===== config.mk =====
export PLATFORM = sky130hd
export DESIGN_NAME = pcdf_div
export DESIGN_NICKNAME = d
export VERILOG_FILES = /design/src/rtl/assert_macros.svh /design/src/rtl/pcdf_pkg.sv /design/src/rtl/pcdf_div.sv
export SDC_FILE = /design/constraint.sdc
export NUM_CORES = 1
export LEC_CHECK = 0
export BUFFER_PORTS_ARGS = -buffer_cell sky130_fd_sc_hd__buf_2
export CAP_MARGIN = 20
export CORE_UTILIZATION = 30
export CTS_CLUSTER_SIZE = 14
export DETAILED_ROUTE_END_ITERATION = 12
export GPL_ROUTABILITY_DRIVEN = 0
export PLACE_DENSITY = 0.52
export SLEW_MARGIN = 20
export SYNTH_ARGS = -nofsm -noshare
export SYNTH_HDL_FRONTEND = slang
export SYNTH_SLANG_ARGS = --single-unit
export TNS_END_PERCENT = 20

===== constraint.sdc =====
create_clock -name clk_i -period 8.1 [get_ports clk_i]
set_clock_uncertainty 0.15 [all_clocks]
set_input_delay 0.405 -clock clk_i [delete_from_list [all_inputs] [get_ports clk_i]]
set_output_delay 0.405 -clock clk_i [all_outputs]
set_load 0.02 [all_outputs]

===== src/rtl/assert_macros.svh =====
// ----------------------------------------------------------------------------
// Assertion macros
// Shared concurrent assertion shorthands for the plot cell filter RTL.
// ----------------------------------------------------------------------------
`ifndef ASSERT_MACROS_SVH
`define ASSERT_MACROS_SVH
`ifndef SYNTH
`define PCDF_ASSERT(lbl, clk, rstn, prop, msg) \
  lbl: assert property (@(posedge clk) disable iff (!rstn) (prop)) else $error(msg);
`define PCDF_ASSERT_NEVER(lbl, clk, rstn, cond, msg) \
  lbl: assert property (@(posedge clk) disable iff (!rstn) !(cond)) else $error(msg);
`else
`define PCDF_ASSERT(lbl, clk, rstn, prop, msg)
`define PCDF_ASSERT_NEVER(lbl, clk, rstn, cond, msg)
`endif
`endif


===== src/rtl/pcdf_pkg.sv =====
`default_nettype none
// ----------------------------------------------------------------------------
// pcdf_pkg
// Constants, codes and shared types of the plot cell filter.
// ----------------------------------------------------------------------------
package pcdf_pkg;

  localparam int COLUMNS           = 256;
  localparam int VALUE_ROWS        = 768;
  localparam int PER_COLUMN_BUDGET = 32;
  localparam int LIST_CAPACITY     = 4096;

  localparam int TIME_W   = 40;
  localparam int SPAN_W   = 31;
  localparam int LVL_W    = 11;
  localparam int SRC_W    = 16;
  localparam int IDX_W    = 12;
  localparam int STATUS_W = 3;

  localparam int CFG_IDX_W  = 2;
  localparam int CFG_DATA_W = TIME_W;

  localparam int COL_W      = $clog2(COLUMNS);
  localparam int ROW_IDX_W  = $clog2(VALUE_ROWS);
  localparam int CNT_W      = $clog2(PER_COLUMN_BUDGET + 1);
  localparam int TOTAL_W    = $clog2(LIST_CAPACITY + 1);
  localparam int ROW_W      = VALUE_ROWS + CNT_W;
  localparam int DIVIDEND_W = SPAN_W + COL_W;
  localparam int DIV_CNT_W  = $clog2(COL_W + 1);
  localparam int DIFF_W     = TIME_W + 2;
  localparam int LVL_CMP_W  = LVL_W + 1;

  localparam logic [SPAN_W-1:0] SPAN_RESET = SPAN_W'(3600);

  typedef enum logic [STATUS_W-1:0] {
    ST_KEPT    = 3'd0,
    ST_OUTSIDE = 3'd1,
    ST_FULL    = 3'd2,
    ST_DUP     = 3'd3,
    ST_CLEARED = 3'd4
  } status_e;

  typedef enum logic [CFG_IDX_W-1:0] {
    CFG_WINDOW_END  = 2'd0,
    CFG_WINDOW_SPAN = 2'd1
  } cfg_reg_e;

  typedef struct packed {
    logic                  start;
    logic [DIVIDEND_W-1:0] dividend;
    logic [SPAN_W-1:0]     divisor;
  } div_req_t;

  typedef struct packed {
    logic             done;
    logic [COL_W-1:0] quotient;
  } div_rsp_t;

  typedef struct packed {
    status_e           status;
    logic [TIME_W-1:0] out_time;
    logic [LVL_W-1:0]  out_level;
    logic [SRC_W-1:0]  out_source;
    logic              out_kind;
    logic [IDX_W-1:0]  list_index;
  } result_t;

endpackage
`default_nettype wire


===== src/rtl/pcdf_div.sv =====
`default_nettype none
// ----------------------------------------------------------------------------
// pcdf_div
// Restoring divider producing one column quotient bit per cycle.
// ----------------------------------------------------------------------------
module pcdf_div import pcdf_pkg::*; (
  input  logic     clk_i,
  input  logic     rst_ni,
  input  div_req_t req_i,
  output div_rsp_t rsp_o
);

  logic                 busy_q;
  logic                 done_q;
  logic [DIV_CNT_W-1:0] cnt_q;
  logic [SPAN_W-1:0]    rem_q;
  logic [SPAN_W-1:0]    dvs_q;
  logic [COL_W-1:0]     low_q;
  logic [COL_W-1:0]     quo_q;
  logic [SPAN_W:0]      trial;
  logic [SPAN_W:0]      diff;
  logic                 ge;

  assign trial = {rem_q, low_q[COL_W-1]};
  assign ge    = trial >= {1'b0, dvs_q};
  assign diff  = trial - {1'b0, dvs_q};

  always_ff @(posedge clk_i or negedge rst_ni) begin
    if (!rst_ni) begin
      busy_q <= 1'b0;
      done_q <= 1'b0;
      cnt_q  <= '0;
    end else begin
      done_q <= 1'b0;
      if (req_i.start) begin
        busy_q <= 1'b1;
        cnt_q  <= DIV_CNT_W'(COL_W);
      end else if (busy_q) begin
        cnt_q <= cnt_q - 1'b1;
        if (cnt_q == DIV_CNT_W'(1)) begin
          busy_q <= 1'b0;
          done_q <= 1'b1;
        end
      end
    end
  end

  always_ff @(posedge clk_i) begin
    if (req_i.start) begin
      rem_q <= SPAN_W'(req_i.dividend >> COL_W);
      low_q <= req_i.dividend[COL_W-1:0];
      dvs_q <= req_i.divisor;
    end else if (busy_q) begin
      rem_q <= ge ? SPAN_W'(diff) : SPAN_W'(trial);
      low_q <= COL_W'({low_q, 1'b0});
      quo_q <= COL_W'({quo_q, ge});
    end
  end

  assign rsp_o.done     = done_q;
  assign rsp_o.quotient = quo_q;

endmodule
`default_nettype wire


After elaboration in Yosys (flattened, before gate mapping) --
Cells that the tools add are included.
Cells by class: mux-type cells 13, magnitude comparators 1, equal/unequal tests 1, bitwise logic cells 1, add/subtract/negate cells 2, reductions and logical operators 2
Operators with widths (number):
- 2-to-1 mux 31 bit | 3
- greater-or-equal comparator 32 x 31 -> 1 bit | 1
- subtractor 31 bit | 1
- 2-to-1 mux 8 bit | 2
- 2-to-1 mux 4 bit | 2
- 2-to-1 mux 1 bit | 6
- == test 4 x 1 -> 1 bit (second input constant) | 1
- subtractor 4 x 1 -> 4 bit (second input constant) | 1
- AND reduction 2 bit | 1
- nonzero test 2 bit | 1
- NOT 1 bit | 1
Storage, ports and cells: register bits 84, bits of input ports 73, word-level logic and storage cells 27, output and inout bits 9

Longest topological paths before layout --
word-level depth 4, mapped depth 13, depth with buffers taken out 12

Worst setup path after synthesis --
OpenSTA, ideal clock, no wires.
path type register to register, from register rem_q[6], to register rem_q[27] (data pin), arrival 2.467 ns, path slack 5.223 ns, period minus slack after synthesis 2.877 ns, cell stages (with the launch flop) 12, data required time 7.689 ns, path through edfxtp_1 > ha_1 > buf_6 > a21o_1 > or3_1 > o21ai_2 > nand2_1 > a21o_1 > a31oi_4 > buf_2 > nor2_1 > a221o_1
Between the ends: word-level cells in the longest chain between the ends 4
Ends and longest elaborated chain:
- start: declaration | line pcdf_div.sv:16 | logic [SPAN_W-1:0] rem_q;
- start signal: assignment | line pcdf_div.sv:50 | rem_q <= SPAN_W'(req_i.dividend >> COL_W);
- start signal: assignment | line pcdf_div.sv:54 | rem_q <= ge ? SPAN_W'(diff) : SPAN_W'(trial);
- subtractor 31 bit / greater-or-equal comparator 32 x 31 -> 1 bit (equally long branches) | line pcdf_div.sv:26, pcdf_div.sv:25
- 2-to-1 mux 31 bit * | line pcdf_div.sv:54
- 2-to-1 mux 31 bit * | line pcdf_div.sv:53 | end else if (busy_q) begin
- 2-to-1 mux 31 bit * | line pcdf_div.sv:49 | if (req_i.start) begin
Mark *: on every way between the ends. The rest lies on a longest branch, timed or not. The select of a mux whose other input is x is not followed. A chain may end at the register's enable or synchronous reset.

Worst setup path after layout --
from register rem_q[6], to register rem_q[29] (data pin)
Between the ends: word-level cells in the longest chain between the ends 4
Ends and longest elaborated chain:
- greater-or-equal comparator 32 x 31 -> 1 bit | line pcdf_div.sv:25 | assign ge = trial >= {1'b0, dvs_q};
- via ge | line pcdf_div.sv:22 | logic ge;
- 2-to-1 mux 31 bit | line pcdf_div.sv:54
- 2-to-1 mux 31 bit | line pcdf_div.sv:53
- 2-to-1 mux 31 bit | line pcdf_div.sv:49
The timed path passes the listed nets, and every way through them passes these cells. The select of a mux whose other input is x is not followed.

==> results.yml <==
global_route:
  grt.overflow.total: 0
  grt_pass1_vias: 4098
  groute.usage.overall_pct: 14.48
  grt_max_degree: 42
  antenna_found_initial: 0
  grt_pass1_wl_um: 20200
hold_path:
  hold_start: "req_i[6]"
  hold_class: "input port to flop"
place:
  hpwl_um: 8920
  io_buffers: 81
timing:
  finalCritPeriodShare_pct: 45.17
  hold_viol: 0
  setup_viol: 0
  period_needed_ns: 3.659
  hold_ws_ns: 0.06714
  worst_pin_slew_ns: 0.8029
  drv_slew: 0
  setup_tns_ns: 0
  max_slew_margin_pct: 46.36
  max_freq_mhz: 273.3
  rsz0062_at_grt: "false"
logic_synthesis:
  synthTopCellsByCount: "78 x edfxtp_1, 43 x nand2_1, 42 x inv_1"
  ys_seq_elements: 84
  synthArstFlopShare_pct: 7.143
  yosysSeqAreaShare_pct: 47.33
  ys_types: 59
  synth_top_cell_area_share_pct: 44.48
  yosys.area.top_type: "edfxtp_1"
  synth-edff-count: 78
  avgSynthCellArea_um2: 10.43
  yosysMostFrequentCell: "edfxtp_1"
  netlist_instances: 505
  synthFlopType: "edfxtp_1"
  netlist_area_um2: 5266
  synthTopCellsByArea: "edfxtp_1 44%, ha_1 7.8%, a21oi_1 3.8%"
  syn_nets: 612
  yosys_warnings: 0
route:
  first_pass_iters: 4
  drt_iter0_drc: 212
  wl_met3_um: 592
  vias: 3950
  drtAntennaViolNets: 0
  vias_per_cell: 4.889
  dr_wl_met2_um: 5503
  wl_per_cell_um: 15.17
  met1_length_um: 5963
  finalWirelength_um: 12260
  drc_errors: 0
  top_layer: "met4"
power_and_ir_drop:
  p_per_area_nw_per_um2: 365.7
  sequentialPowerShare_pct: 30.7
  power_mw: 2.254
  power_frac_clock_pct: 17.9
  p_comb_share_pct: 51.4
  p_switching_mw: 0.9134
  swShare_pct: 40.52
  intPower_mw: 1.341
  ir_drop_v: 0.0001261
  leakage_nw: 2.617
floorplan:
  core-area_um2: 17240
  rows: 48
  die_height_um: 134.5
  ios: 82
  die_area_um2: 18090
  start_util_pct: 30.55
  die_width_um: 134.5
clock_network:
  cts_root_buf: "clkbuf_16"
  clk_path_buf_depth: 2
  clkSinkCount: 84
  cts_tree: "done"
  numCtsBuffers: 9
  clock_latency_ns: 0.36
  cts_max_level: 3
  clkTransAtPathRegs_ns: 0.07
  cts_resized: 0
critical_path:
  path_buf_inv: 2
  crit_type: "flop to flop"
  worstPathCellList: "ha_1 > a21o_1 > or3_1 > o21ai_2 > nand2_1 > a21o_1 > a31oi_4 > buf_4 > inv_2 > and4_1 > nor3_1"
  setup.worst_path.start: "rem_q[6]$_DFFE_PP_"
  crit_path_frequent_cell: "a21o_1"
  r2r_start: "rem_q[6]$_DFFE_PP_"
  critPathTopFamily: "compound AO/OA/AOI/OAI gates"
  critPathSlowestCell: "a31oi_4"
  arrival_ns: 3.71
  crit_required_ns: 8.15
  critPathLaunchType: "flop"
  cp_max_fo: 32
  crit_path_end_kind: "flop"
  slowest_delay_ns: 0.51
flow_run:
  maxCapViolations: 0
finish:
  antennaDiodeCount: 0
  drive_gt1_share_pct: 21.78
  final_core_utilization_pct: 35.76
  fin_nets: 685
  synthToLayoutAreaGrowth_pct: 17.03
status:
  status: "finished clean"
## stage by stage
stage	area (um^2)	instances	setup slack, ns
3_3_place_gp	5869	791	4.589
2_1_floorplan	5266	505	5.223
5_1_grt	6163	808	4.171
6_report	6163	808	4.441
4_1_cts	6161	808	4.432
3_5_place_dp	5869	791	4.456
## logic make-up (layout without fill, tap and decap cells)
| family | count (synthesis) | after routing | synth area share (%) |
|---|---|---|---|
| fa+ha+maj | 34 | 34 | 8.221 |
| compound gates | 154 | 154 | 19.79 |
| xor+xnor | 27 | 27 | 4.490 |
| buf+inv | 66 | 144 | 5.084 |
| mux | 19 | 19 | 3.944 |
| simple gates | 121 | 121 | 11.14 |
| flops | 84 | 84 | 47.33 |
## registers in the layout (all words and copies together), names as in the netlist
name and flops:
quo_q 8, dvs_q 31, busy_q 1, done_q 1
cnt_q 4, low_q 8, rem_q 31
## routing by layer
| metal | track usage [%] | up-vias |
|---|---|---|
| met5 | 0 | - |
| met4 | 5.243 | 0 |
| met3 | 4.092 | 12 |
| met2 | 22.80 | 74 |
| met1 | 18.94 | 1874 |
| li1 | - | 1990 |
## power groups by stage
stage	clock network (mW)	registers, mW	logic (mW)
after floorplan	0	0.687	0.924
after global placement	0	0.698	1.14
after detailed placement	0	0.701	1.15
after CTS	0.417	0.694	1.16
after global routing	0.433	0.709	1.30
final	0.403	0.693	1.16
## cell usage in the layout (no fill, tap or decap), drive strengths merged, types with 2 or more instances in the layout
master,n
clkbuf,9
a21oi,41
o21bai,4
o31a,2
nor3,5
nand2,43
and3,7
mux2,14
a21o,18
and4,5
a211oi,2
o31ai,4
nand2b,4
nor2b,4
o21a,19
ha,33
inv,47
mux2i,5
xor2,10
dfrtp,6
a41oi,3
a31oi,10
a221oi,2
or3,2
xnor2,17
o21ai,32
nand3,6
nor2,31
and2,3
nor4,2
o211ai,9
nand4,5
edfxtp,78
buf,84
clkinv,3
a31o,2
## worst register-to-register path, cell delays in order (launching register included)
cell and delay [ns]:
edfxtp_1 0.40, ha_1 0.40, a21o_1 0.20, or3_1 0.33, o21ai_2 0.18, nand2_1 0.10
a21o_1 0.19, a31oi_4 0.51, buf_4 0.47, inv_2 0.16, and4_1 0.22, nor3_1 0.18
## what timing repair did
item / in CTS / in global routing
hold endpoints to repair: 6 / 0
hold buffers: 1 / 0
setup buffers: 0 / 0
## worst paths after layout
kind | endpoint | slack, ns | cells after the start
max | rem_q[29]$_DFFE_PP_ | 4.44 | 11
min | dvs_q[6]$_DFFE_PP_ | 0.07 | 1
max reg2reg | rem_q[29]$_DFFE_PP_ | 4.44 | 11
min reg2reg | quo_q[6]$_DFFE_PP_ | 0.30 | 0
max in group asynchronous | cnt_q[3]$_DFFE_PN0P_ | 7.41 | 2
min in group asynchronous | done_q$_DFF_PN0_ | 0.24 | 2
## cell type report
cell class	instances	area [um^2]
clock inverters	7	56.30
inverters	43	161.4
fillers	1772	11070
repair buffers	85	437.9
multi-input cells	355	2509
clock buffers	9	225.2
well taps	225	281.5
flip-flops and latches	84	2492
(Power assumes the default switching activity.)
