[config.mk]
export PLATFORM = sky130hd
export DESIGN_NAME = pcdf_ram
export DESIGN_NICKNAME = d
export VERILOG_FILES = /design/src/rtl/assert_macros.svh /design/src/rtl/pcdf_ram.sv
export SDC_FILE = /design/constraint.sdc
export NUM_CORES = 1
export LEC_CHECK = 0
export ABC_AREA = 0
export BUFFER_PORTS_ARGS = -buffer_cell sky130_fd_sc_hd__buf_2
export CAP_MARGIN = 20
export CORE_UTILIZATION = 45
export CTS_CLUSTER_DIAMETER = 40
export DETAILED_ROUTE_END_ITERATION = 10
export PLACE_DENSITY_LB_ADDON = 0.3
export RECOVER_POWER = 50
export SLEW_MARGIN = 0
export SYNTH_ARGS = -nofsm -noshare
export SYNTH_HDL_FRONTEND = slang
export SYNTH_SLANG_ARGS = --single-unit
[constraint.sdc]
create_clock -name clk_i -period 2.15 [get_ports clk_i]
set_input_delay 0 -clock clk_i [delete_from_list [all_inputs] [get_ports clk_i]]
set_output_delay 0 -clock clk_i [all_outputs]
set_load 0.02 [all_outputs]
[src/rtl/assert_macros.svh]
// ----------------------------------------------------------------------------
// Assertion macros
// Shared concurrent assertion shorthands for the plot cell filter RTL.
// ----------------------------------------------------------------------------
`ifndef ASSERT_MACROS_SVH
`define ASSERT_MACROS_SVH
`ifndef SYNTH
`define PCDF_ASSERT(lbl, clk, rstn, prop, msg) \
  lbl: assert property (@(posedge clk) disable iff (!rstn) (prop)) else $error(msg);
`define PCDF_ASSERT_NEVER(lbl, clk, rstn, cond, msg) \
  lbl: assert property (@(posedge clk) disable iff (!rstn) !(cond)) else $error(msg);
`else
`define PCDF_ASSERT(lbl, clk, rstn, prop, msg)
`define PCDF_ASSERT_NEVER(lbl, clk, rstn, cond, msg)
`endif
`endif

[src/rtl/pcdf_ram.sv]
`default_nettype none
// ----------------------------------------------------------------------------
// pcdf_ram
// Generic simple dual-port RAM with one write port and a registered read.
// ----------------------------------------------------------------------------
module pcdf_ram #(
  parameter int WIDTH = 8,
  parameter int DEPTH = 16
) (
  input  logic                     clk_i,
  input  logic                     we_i,
  input  logic [$clog2(DEPTH)-1:0] waddr_i,
  input  logic [WIDTH-1:0]         wdata_i,
  input  logic                     re_i,
  input  logic [$clog2(DEPTH)-1:0] raddr_i,
  output logic [WIDTH-1:0]         rdata_o
);

  logic [WIDTH-1:0] mem_q [DEPTH];
  logic [WIDTH-1:0] rdata_q;

  always_ff @(posedge clk_i) begin
    if (we_i) begin
      mem_q[waddr_i] <= wdata_i;
    end
    if (re_i) begin
      rdata_q <= mem_q[raddr_i];
    end
  end

  assign rdata_o = rdata_q;

endmodule
`default_nettype wire

# --- Word level (Yosys, flattened, before mapping) ---
# Memory sizes are Yosys's and may differ from the RTL's. A register that Yosys moved wholly into a read port is not among the register bits.
# Index checks and enable logic that the tools add are counted.
# Widths: inputs -> output; s select.
word_totals:
  ff_bits: 0
  memories: 1
  word_cells: 3
  output_inout_bits: 8
  in_bits: 19
  mem_bits_rw: 128
mem_list:
  columns: ["memory", "depth", "width", "rd", "rd_clocked_by_memory_dff", "write_ports", "line", "text"]
  rows:
  - ["mem_q", 16, 8, 1, 1, 1, "pcdf_ram.sv:19", "logic [WIDTH-1:0] mem_q [DEPTH];"]
op_classes:
  n_mux: 2
op_table:
  columns: ["operator", "n"]
  rows:
  - ["$mux 1", 2]

# --- Longest topological paths before layout ---
# Gate-level depths: netlist of the first run.
logic_depth:
  depth_word: 2
  mapped_depth: 5
  depth_no_buf: 3

# --- Worst setup path after synthesis of the first run ---
# OpenSTA, ideal clock, no wires.
synth_timing:
  path_type: "input-to-reg"
  startpoint: "input waddr_i[2]"
  endpoint: "memory mem_q[0][0], enable pin"
  cell_stages: 2
  setup_time_ns: 0.383
  slack_ns: 0.657
  t_required_ns: 1.767
  path_buffers: 0
  arrival_time_ns: 1.110
  cell_sequence: "or3b_2 nor3_1"
synth_lines:
  columns: ["element", "line", "text"]
  rows:
  - ["from (decl)", "pcdf_ram.sv:12", "input logic [$clog2(DEPTH)-1:0] waddr_i,"]
  - ["to (decl)", "pcdf_ram.sv:19", null]
# Straight into the memory's write port.

==> impl_metrics.json, run 1 <==
{
  "wl_per_cell_um": 23.0,
  "start_kind": "flip-flop",
  "routed_wl_mm": 10.2,
  "maxCapViolCount": 0,
  "p_leak_nw": 2.11,
  "synth.avg_cell_area_sq_um": 22.8,
  "max-vdd-ir-drop_mv": 0.587,
  "fill_cells": 846,
  "r2r.worst_path.cells": 3,
  "ctsLongestPathBuffers": 2,
  "yosys-top-cells-area": "edfxtp_1, mux4_2, mux4_1",
  "finalCoreUtilization_pct": 56.7,
  "antenna_cells": 0,
  "syn_nets": 248,
  "end_kind": "flip-flop",
  "grt_pass1_vias": 2417,
  "postRouteAntennaNets": 0,
  "clkTransAtPathRegs_ns": 0.06,
  "cts_sinks": 136,
  "ctsRootBufferMaster": "clkbuf_16",
  "core_area_sq_mm": 0.0111,
  "synth.distinct_cells": 18,
  "rsz0062_at_grt": "no",
  "required_ns": 2.29,
  "die-area_sq_mm": 0.0121,
  "regToRegEndpoint": "rdata_o[3]$_DFFE_PP_",
  "hp-class": "input pin to flip-flop",
  "grt_overflow": 0,
  "worst_pin_slew_ns": 0.874,
  "final-hold-violation-count": 0,
  "met1_usage_pct": 27.5,
  "cts_tree": "yes",
  "syn_to_final_growth_pct": 20.1,
  "drc_errors": 0,
  "h-tree-depth": 4,
  "dp_hpwl_mm": 6.26,
  "final_cell_mix": "edfxtp_1, mux4_2, clkbuf_16",
  "tns_ns": 0,
  "power.density_mw_per_mm2": 996,
  "max_slew_margin_pct": 41.6,
  "hp-start": "waddr_i[1]",
  "synth_largest_area_cell": "edfxtp_1",
  "num_io_pins": 27,
  "dieWidth_um": 110,
  "die_h_um": 110,
  "finalSetupViolCount": 0,
  "fmax_ghz": 0.666,
  "synth_cells": 229,
  "numCtsBuffers": 17,
  "yosysWarningCount": 0,
  "yosysTopAreaCellShare_pct": 78.1,
  "ys_ff_latch": 136,
  "dr.pass1.iters": 4,
  "antenna_found_initial": 0,
  "r2r_start": "mem_q[9][3]$_DFFE_PP_",
  "grt_usage_pct": 19.0,
  "status": "complete, no violations",
  "path_max_fanout": 1,
  "cts_setup_buffers": 0,
  "viasPerCell": 5.66,
  "port_buffers": 26,
  "row_count": 38,
  "critical_path_class": "flip-flop to flip-flop",
  "seq_area_sq_mm": 0.00408,
  "yosysSeqAreaShare_pct": 78.1,
  "met2_usage_pct": 28.3,
  "period_share_pct": 69.8,
  "initial_utilization_pct": 47.2,
  "final_common_cell": "edfxtp_1",
  "hold_path_end": "mem_q[4][0]$_DFFE_PP_",
  "fin_nets": 310,
  "finClkSkew_ns": 0.00875,
  "grt.busiest_layer": "met2",
  "multiInputGateArea_sq_mm": 0.00106,
  "grt_max_degree": 33,
  "final_layout_size_suffix_gt1_share_pct": 25.3,
  "period_minus_slack_ns": 1.50,
  "hold_depth": 3,
  "drt_iter0_markers": 238,
  "slew_violations": 0,
  "place.gp.congestion": 0.783,
  "grtUsageMet3_pct": 5.10,
  "insertion_delay_ns": 0.40,
  "grt_pass1_wl_mm": 15.3,
  "via_count": 2511,
  "worstPathArrival_ns": 1.64,
  "ff2ff_setup_slack_ns": 0.65,
  "syn_area_sq_mm": 0.00523
}
routing by layer:
layer  vias up  wire, um
met5         -         0
met4         0       112
met3         8       643
met2        90      4850
met1      1304      4600
li1       1109         -
registers in the layout, indices dropped and copies added, names as in the netlist:
name	cells
rdata_o	8
mem_q	128
stage by stage:
| stage | hold WS [ns] | std cells | instance area [sq um] | setup WS (ns) | power, W |
|---|---|---|---|---|---|
| floorplan | 0.0989 | 229 | 5230 | 0.657 | 0.00322 |
| global placement | 0.390 | 403 | 5610 | 0.516 | 0.00334 |
| detailed placement | 0.397 | 403 | 5610 | 0.509 | 0.00335 |
| CTS | 0.144 | 444 | 6310 | 0.638 | 0.00632 |
| global route | 0.177 | 444 | 6280 | 0.574 | 0.00646 |
| finish | 0.171 | 444 | 6280 | 0.650 | 0.00626 |
critical path, stage by stage, from the launching register on:
cell and delay (ns):
edfxtp_1 0.35, mux4_1 0.50, a22oi_1 0.31, nand2_1 0.08
area by class of cell:
type,instances,area share [%]
well taps,140,2.79
clock inverters,13,2.83
repair buffers,53,5.62
clock buffers,19,6.89
multi-input cells,83,16.8
flip-flops and latches,136,65.0
power by group:
group	leakage, nW	internal, W	switching (W)
Combinational	0.571	0.000122	0.000171
Clock	0.300	0.00193	0.00102
Sequential	1.24	0.00299	0.0000159
Total	2.11	0.00505	0.00121
kinds of logic after synthesis:
kind of cell / count (synthesis) / share of synthesized area [%]
DFF: 136 / 78.1
and+or+nand+nor: 35 / 3.14
muxes: 32 / 14.8
AOI/OAI and AO/OA: 16 / 2.30
buffers and inverters: 10 / 1.65
cell usage after synthesis:
cell type        number
or3b_2                1
and2b_1               1
nand2b_1              2
nor2_1               13
a22oi_1              16
and2_1                1
buf_6                 3
mux4_1               14
nor2b_1               1
nor3_1                4
buf_4                 1
nand3b_1              2
edfxtp_1            136
nand3_1               1
buf_2                 3
mux4_2               18
nand2_1               9
clkdlybuf4s25_2       3
worst max path at each step:
stage                            endpoint  slack, ns  cells past startpoint                  start
detailed placement   rdata_o[3]$_DFFE_PP_       0.51                      5             raddr_i[0]
global placement     rdata_o[3]$_DFFE_PP_       0.52                      5             raddr_i[0]
floorplan           mem_q[0][0]$_DFFE_PP_       0.66                      2             waddr_i[2]
global route         rdata_o[3]$_DFFE_PP_       0.57                      3  mem_q[9][3]$_DFFE_PP_
CTS                  rdata_o[3]$_DFFE_PP_       0.64                      3  mem_q[9][3]$_DFFE_PP_
finish               rdata_o[3]$_DFFE_PP_       0.65                      3  mem_q[9][3]$_DFFE_PP_
repair_timing:
action                                 CTS  global route
gates resized for setup                  0             0
hold buffers                             9             0
endpoints found under the hold margin  136             0
Note: power is estimated with default switching activity, not from simulation.
==> run 2, diff against run 1 <==
==> constraint.sdc (replaced) <==
create_clock -name clk_i -period 1.29 [get_ports clk_i]
set_input_delay 0 -clock clk_i [delete_from_list [all_inputs] [get_ports clk_i]]
set_output_delay 0 -clock clk_i [all_outputs]
set_load 0.02 [all_outputs]
==> run 2 against run 1 <==
  * The run now ends with negative setup slack left
  * Clock-buffer cell count is 2 lower
  * Global-route usage is 0.34 points higher
  * Final cell count is 2.5% higher
  * Critical path depth stayed put
  * Flip-flop and latch count stayed put
  * Largest power group is now clock
  * Clock power is 91% higher
  * Via count is 0.64% higher
  * Register-to-register slack worse by 0.75 ns
==> impl_metrics.json, run 2 (synthesized netlist as in run 1, its figures left out) <==
{
  "period_share_pct": 108,
  "failed_checks": "negative setup slack",
  "routed_wl_mm": 10.5,
  "swShare_pct": 19.2,
  "via_count": 2527,
  "final_common_cell": "edfxtp_1",
  "status": "finished with violations",
  "total_power_w": 0.0112,
  "path_cells": "mux4_2 -> a22oi_1 -> nand2_1",
  "maxCapViolCount": 0,
  "antenna_found_initial": 0,
  "stdcell_count": 455,
  "grt_pass1_wl_mm": 15.5,
  "drt_iter0_markers": 139,
  "final_layout_size_suffix_gt1_share_pct": 35.9,
  "finalSetupViolCount": 8,
  "critical_path_class": "flip-flop to flip-flop",
  "switching_power_w": 0.00215,
  "tns_ns": -0.653,
  "placed_cells": 414,
  "max_slew_margin_pct": 35.2,
  "hp-class": "input pin to flip-flop",
  "die_h_um": 110,
  "cp-startpoint": "mem_q[6][7]$_DFFE_PP_",
  "grt_max_degree": 17,
  "cts_setup_buffers": 0,
  "max-vdd-ir-drop_mv": 0.944,
  "end_kind": "flip-flop",
  "syn_to_final_growth_pct": 24.0,
  "dieWidth_um": 110,
  "power.density_mw_per_mm2": 1730,
  "critPathMaxStageDelay_ns": 0.53,
  "p_leak_nw": 2.15,
  "internal-power_w": 0.00906,
  "port_buffers": 26,
  "r2r.worst_path.cells": 3,
  "slew_violations": 0,
  "cts_sinks": 136,
  "place.gp.congestion": 0.716,
  "p_seq_share_pct": 44.7,
  "numCtsBuffers": 17,
  "r2r_start": "mem_q[6][7]$_DFFE_PP_",
  "core_area_sq_mm": 0.0111,
  "drc_errors": 0,
  "viasPerCell": 5.55,
  "fmax_ghz": 0.720,
  "power.share.clock_pct": 50.3,
  "wl_per_cell_um": 23.0,
  "required_ns": 1.46,
  "row_count": 38,
  "fin_nets": 321,
  "start_kind": "flip-flop",
  "top_register": "mem_q",
  "ff2ff_setup_slack_ns": -0.1,
  "worstPathArrival_ns": 1.56,
  "cp_slowest_cell": "mux4_2",
  "setup_ws_ns": -0.0994,
  "dp_hpwl_mm": 6.55,
  "initial_utilization_pct": 47.2,
  "finalHoldWorstSlack_ns": 0.169,
  "cp.depth": 3,
  "finClkSkew_ns": 0.00945,
  "rsz0062_at_grt": "yes",
  "grt_overflow": 0,
  "grt_pass1_vias": 2565,
  "grt_usage_pct": 19.3,
  "insertion_delay_ns": 0.41,
  "clkTransAtPathRegs_ns": 0.06,
  "h-tree-depth": 4,
  "worst_pin_slew_ns": 0.970,
  "antenna_cells": 0,
  "path_buf_inv": 0,
  "num_io_pins": 27,
  "period_minus_slack_ns": 1.39,
  "worstSetupEndpoint": "rdata_o[7]$_DFFE_PP_",
  "crit_family": "multiplexers",
  "die-area_sq_mm": 0.0121,
  "ctsRootBufferMaster": "clkbuf_16",
  "comb_power_share_pct": 5.0,
  "final-hold-violation-count": 0,
  "final_cell_mix": "edfxtp_1, mux4_2, buf_2",
  "ctsLongestPathBuffers": 2,
  "largest_reg_flops": 128,
  "postRouteAntennaNets": 0,
  "dr.pass1.iters": 4,
  "cts_tree": "yes",
  "regToRegEndpoint": "rdata_o[7]$_DFFE_PP_",
  "path_max_fanout": 1
}
[run 2: changes by cell type in the layout (fill, tap and decap cells not counted), sizes merged]
cell	change
inv	-1
bufinv	+3
clkbuf	-1
clkinvlp	+4
clkinv	-4
buf	+10
[run 2: cell type report]
type                    count  area, sq um
multi-input cells          83         1060
fillers                   814         4590
repair buffers             64          462
clock inverters            15          275
well taps                 140          175
flip-flops and latches    136         4080
clock buffers              17          425
[run 2: worst min path at each step]
stage	start	endpoint	cells after the start
finish	waddr_i[1]	mem_q[0][7]$_DFFE_PP_	3
global route	waddr_i[1]	mem_q[0][7]$_DFFE_PP_	3
CTS	waddr_i[1]	mem_q[0][7]$_DFFE_PP_	3
detailed placement	re_i	rdata_o[2]$_DFFE_PP_	1
global placement	re_i	rdata_o[2]$_DFFE_PP_	1
floorplan	wdata_i[0]	mem_q[0][0]$_DFFE_PP_	0
[run 2: what timing repair did]
item / 4_1_cts / 5_1_grt
resized for setup: 11 / 0
pin swaps: 6 / 3
hold buffers: 9 / 0
gates cloned: 0 / 0
endpoints found under the hold margin: 124 / 0
setup endpoints to repair: 8 / 8
[run 2: metrics by stage]
step / cell area, sq um / utilization (%) / worst slack (ns)
2_1_floorplan: 5190 / - / 0.00966
3_3_place_gp: 5690 / 51.4 / -0.293
3_5_place_dp: 5690 / 51.4 / -0.289
4_1_cts: 6520 / 58.9 / -0.114
5_1_grt: 6480 / 58.5 / -0.176
6_report: 6480 / 58.5 / -0.0994
[run 2: worst reg2reg max path, cell delays in order, from the launching register on]
cell and delay, ns:
edfxtp_1 0.38, mux4_2 0.53, a22oi_1 0.17, nand2_1 0.07
[run 2: routing by layer]
| layer | up-vias | GRT usage, % | share of wire, % |
|---|---|---|---|
| li1 | 1116 | - | - |
| met1 | 1316 | 25.9 | 43 |
| met2 | 83 | 31.1 | 50 |
| met3 | 12 | 4.45 | 5.1 |
| met4 | 0 | 7.14 | 1.2 |
| met5 | - | 0 | 0 |
[run 2: power groups by stage]
| stage | clock, W | combinational [W] | sequential (W) |
|---|---|---|---|
| 3_5_place_dp | 0 | 0.000532 | 0.00510 |
| 3_3_place_gp | 0 | 0.000518 | 0.00509 |
| 2_1_floorplan | 0 | 0.000258 | 0.00512 |
| 5_1_grt | 0.00591 | 0.000602 | 0.00502 |
| 4_1_cts | 0.00571 | 0.000577 | 0.00501 |
| 6_report | 0.00564 | 0.000560 | 0.00501 |
==> run 3, diff against run 2 <==
--- a/config.mk
+++ b/config.mk
@@ -8,7 +8,7 @@
 export ABC_AREA = 0
 export BUFFER_PORTS_ARGS = -buffer_cell sky130_fd_sc_hd__buf_2
 export CAP_MARGIN = 20
-export CORE_UTILIZATION = 45
+export CORE_UTILIZATION = 55
 export CTS_CLUSTER_DIAMETER = 40
 export DETAILED_ROUTE_END_ITERATION = 10
 export PLACE_DENSITY_LB_ADDON = 0.3
==> constraint.sdc (replaced) <==
create_clock -name clk_i -period 1.7 [get_ports clk_i]
set_input_delay 0 -clock clk_i [delete_from_list [all_inputs] [get_ports clk_i]]
set_output_delay 0 -clock clk_i [all_outputs]
set_load 0.02 [all_outputs]
==> run 3 against run 2 <==
  * The run now ends clean
  * Die area fell by 18%
  * Worst setup slack improved by 0.29 ns
  * Global-route usage is 2.9 points higher
  * First-iteration DRC count rose by 50%
==> impl_metrics.json, run 3 (synthesized netlist as in run 1, its figures left out) <==
{
  "max_slew_margin_pct": 52.4,
  "p_leak_nw": 2.10,
  "period_minus_slack_ns": 1.51,
  "num_io_pins": 27,
  "grt_max_degree": 33,
  "dieWidth_um": 99.5,
  "viasPerCell": 5.79,
  "fill_cells": 580,
  "period_share_pct": 88.7,
  "worst_pin_slew_ns": 0.714,
  "required_ns": 1.94,
  "final_common_cell": "edfxtp_1",
  "finalSetupViolCount": 0,
  "ff2ff_setup_slack_ns": 0.19,
  "dp_hpwl_mm": 5.82,
  "initial_utilization_pct": 56.6,
  "wl_per_cell_um": 22.6,
  "hp-start": "waddr_i[0]",
  "finalCoreUtilization_pct": 67.8,
  "final_cell_mix": "edfxtp_1, mux4_2, clkbuf_1, buf_2",
  "fmax_ghz": 0.663,
  "largest_reg_flops": 128,
  "worstPathArrival_ns": 1.75,
  "setup_ws_ns": 0.191,
  "status": "complete, no violations",
  "grt_pass1_vias": 2548,
  "die_h_um": 99.5,
  "die-area_sq_mm": 0.00990,
  "r2r_start": "mem_q[0][6]$_DFFE_PP_",
  "antenna_cells": 0,
  "ctsResizeCount": 0,
  "row_count": 35,
  "max-vdd-ir-drop_mv": 0.788,
  "dp_slack_ns": 0.0957,
  "port_buffers": 26,
  "critical_path_class": "flip-flop to flip-flop",
  "place.gp.congestion": 0.739,
  "path_max_fanout": 1,
  "drt_iter0_markers": 208,
  "grt_overflow": 0,
  "final_layout_size_suffix_gt1_share_pct": 25.4,
  "final_area_sq_mm": 0.00626,
  "ctsRootBufferMaster": "clkbuf_8",
  "clkTransAtPathRegs_ns": 0.06,
  "maxCapViolCount": 0,
  "fin_nets": 313,
  "grt_usage_pct": 22.2,
  "via_count": 2525,
  "syn_to_final_growth_pct": 19.8,
  "numCtsBuffers": 17,
  "regToRegEndpoint": "rdata_o[6]$_DFFE_PP_",
  "postRouteAntennaNets": 0,
  "cts_setup_buffers": 0,
  "routed_wl_mm": 9.84,
  "r2r.worst_path.cells": 3,
  "placed_area_sq_mm": 0.00562,
  "antenna_found_initial": 0,
  "dr.pass1.iters": 4,
  "finalHoldWorstSlack_ns": 0.0490,
  "insertion_delay_ns": 0.51,
  "hold_path_end": "mem_q[4][5]$_DFFE_PP_",
  "tns_ns": 0,
  "end_kind": "flip-flop",
  "power.density_mw_per_mm2": 1250,
  "h-tree-depth": 4,
  "core_area_sq_mm": 0.00924,
  "final-hold-violation-count": 0,
  "drc_errors": 0,
  "rsz0062_at_grt": "no",
  "ctsLongestPathBuffers": 2,
  "hold_depth": 3,
  "top_register": "mem_q",
  "hp-class": "input pin to flip-flop",
  "finClkSkew_ns": 0.0114,
  "cts_sinks": 136,
  "grt_pass1_wl_mm": 14.8,
  "cts_hold_buf": 9,
  "cts_tree": "yes",
  "slew_violations": 0,
  "start_kind": "flip-flop"
}
## run 3: per-stage QoR
| stage | instances | total power (W) |
|---|---|---|
| floorplan | 229 | 0.00407 |
| global placement | 395 | 0.00422 |
| detailed placement | 395 | 0.00423 |
| CTS | 436 | 0.00788 |
| global route | 436 | 0.00804 |
| finish | 436 | 0.00782 |
## run 3: worst max path at each step
stage | slack, ns | from | to
2_1_floorplan | 0.21 | waddr_i[2] | mem_q[0][0]$_DFFE_PP_
3_5_place_dp | 0.1 | raddr_i[0] | rdata_o[1]$_DFFE_PP_
3_3_place_gp | 0.09 | raddr_i[0] | rdata_o[1]$_DFFE_PP_
5_1_grt | 0.12 | mem_q[9][1]$_DFFE_PP_ | rdata_o[1]$_DFFE_PP_
6_report | 0.19 | mem_q[0][6]$_DFFE_PP_ | rdata_o[6]$_DFFE_PP_
4_1_cts | 0.19 | mem_q[9][5]$_DFFE_PP_ | rdata_o[5]$_DFFE_PP_
## run 3: cell type report
cell class	count	area, sq um	area share [%]
multi-input combinational	83	1060	16.9
sequential	136	4080	65.2
clock buffer	18	418	6.67
tap	129	161	2.58
clock inverter	14	181	2.90
timing repair buffer	56	359	5.74
## run 3: routing by layer
metal,GRT usage (%),share of wire [%]
met2,33.9,50
met5,0,0
met4,9.50,1.4
met3,6.47,8.2
met1,30.4,41
## run 3: critical path, stage by stage, from the launching register on
cell      delay [ns]
edfxtp_1        0.39
mux4_2          0.47
a22oi_1         0.25
nand2_1         0.12
## run 3: where the power goes
part | internal (W) | switching (W) | total, W | leakage (nW)
registers | 0.00378 | 0.0000215 | 0.00380 | 1.24
logic | 0.000159 | 0.000213 | 0.000372 | 0.571
clock network | 0.00236 | 0.00128 | 0.00364 | 0.293
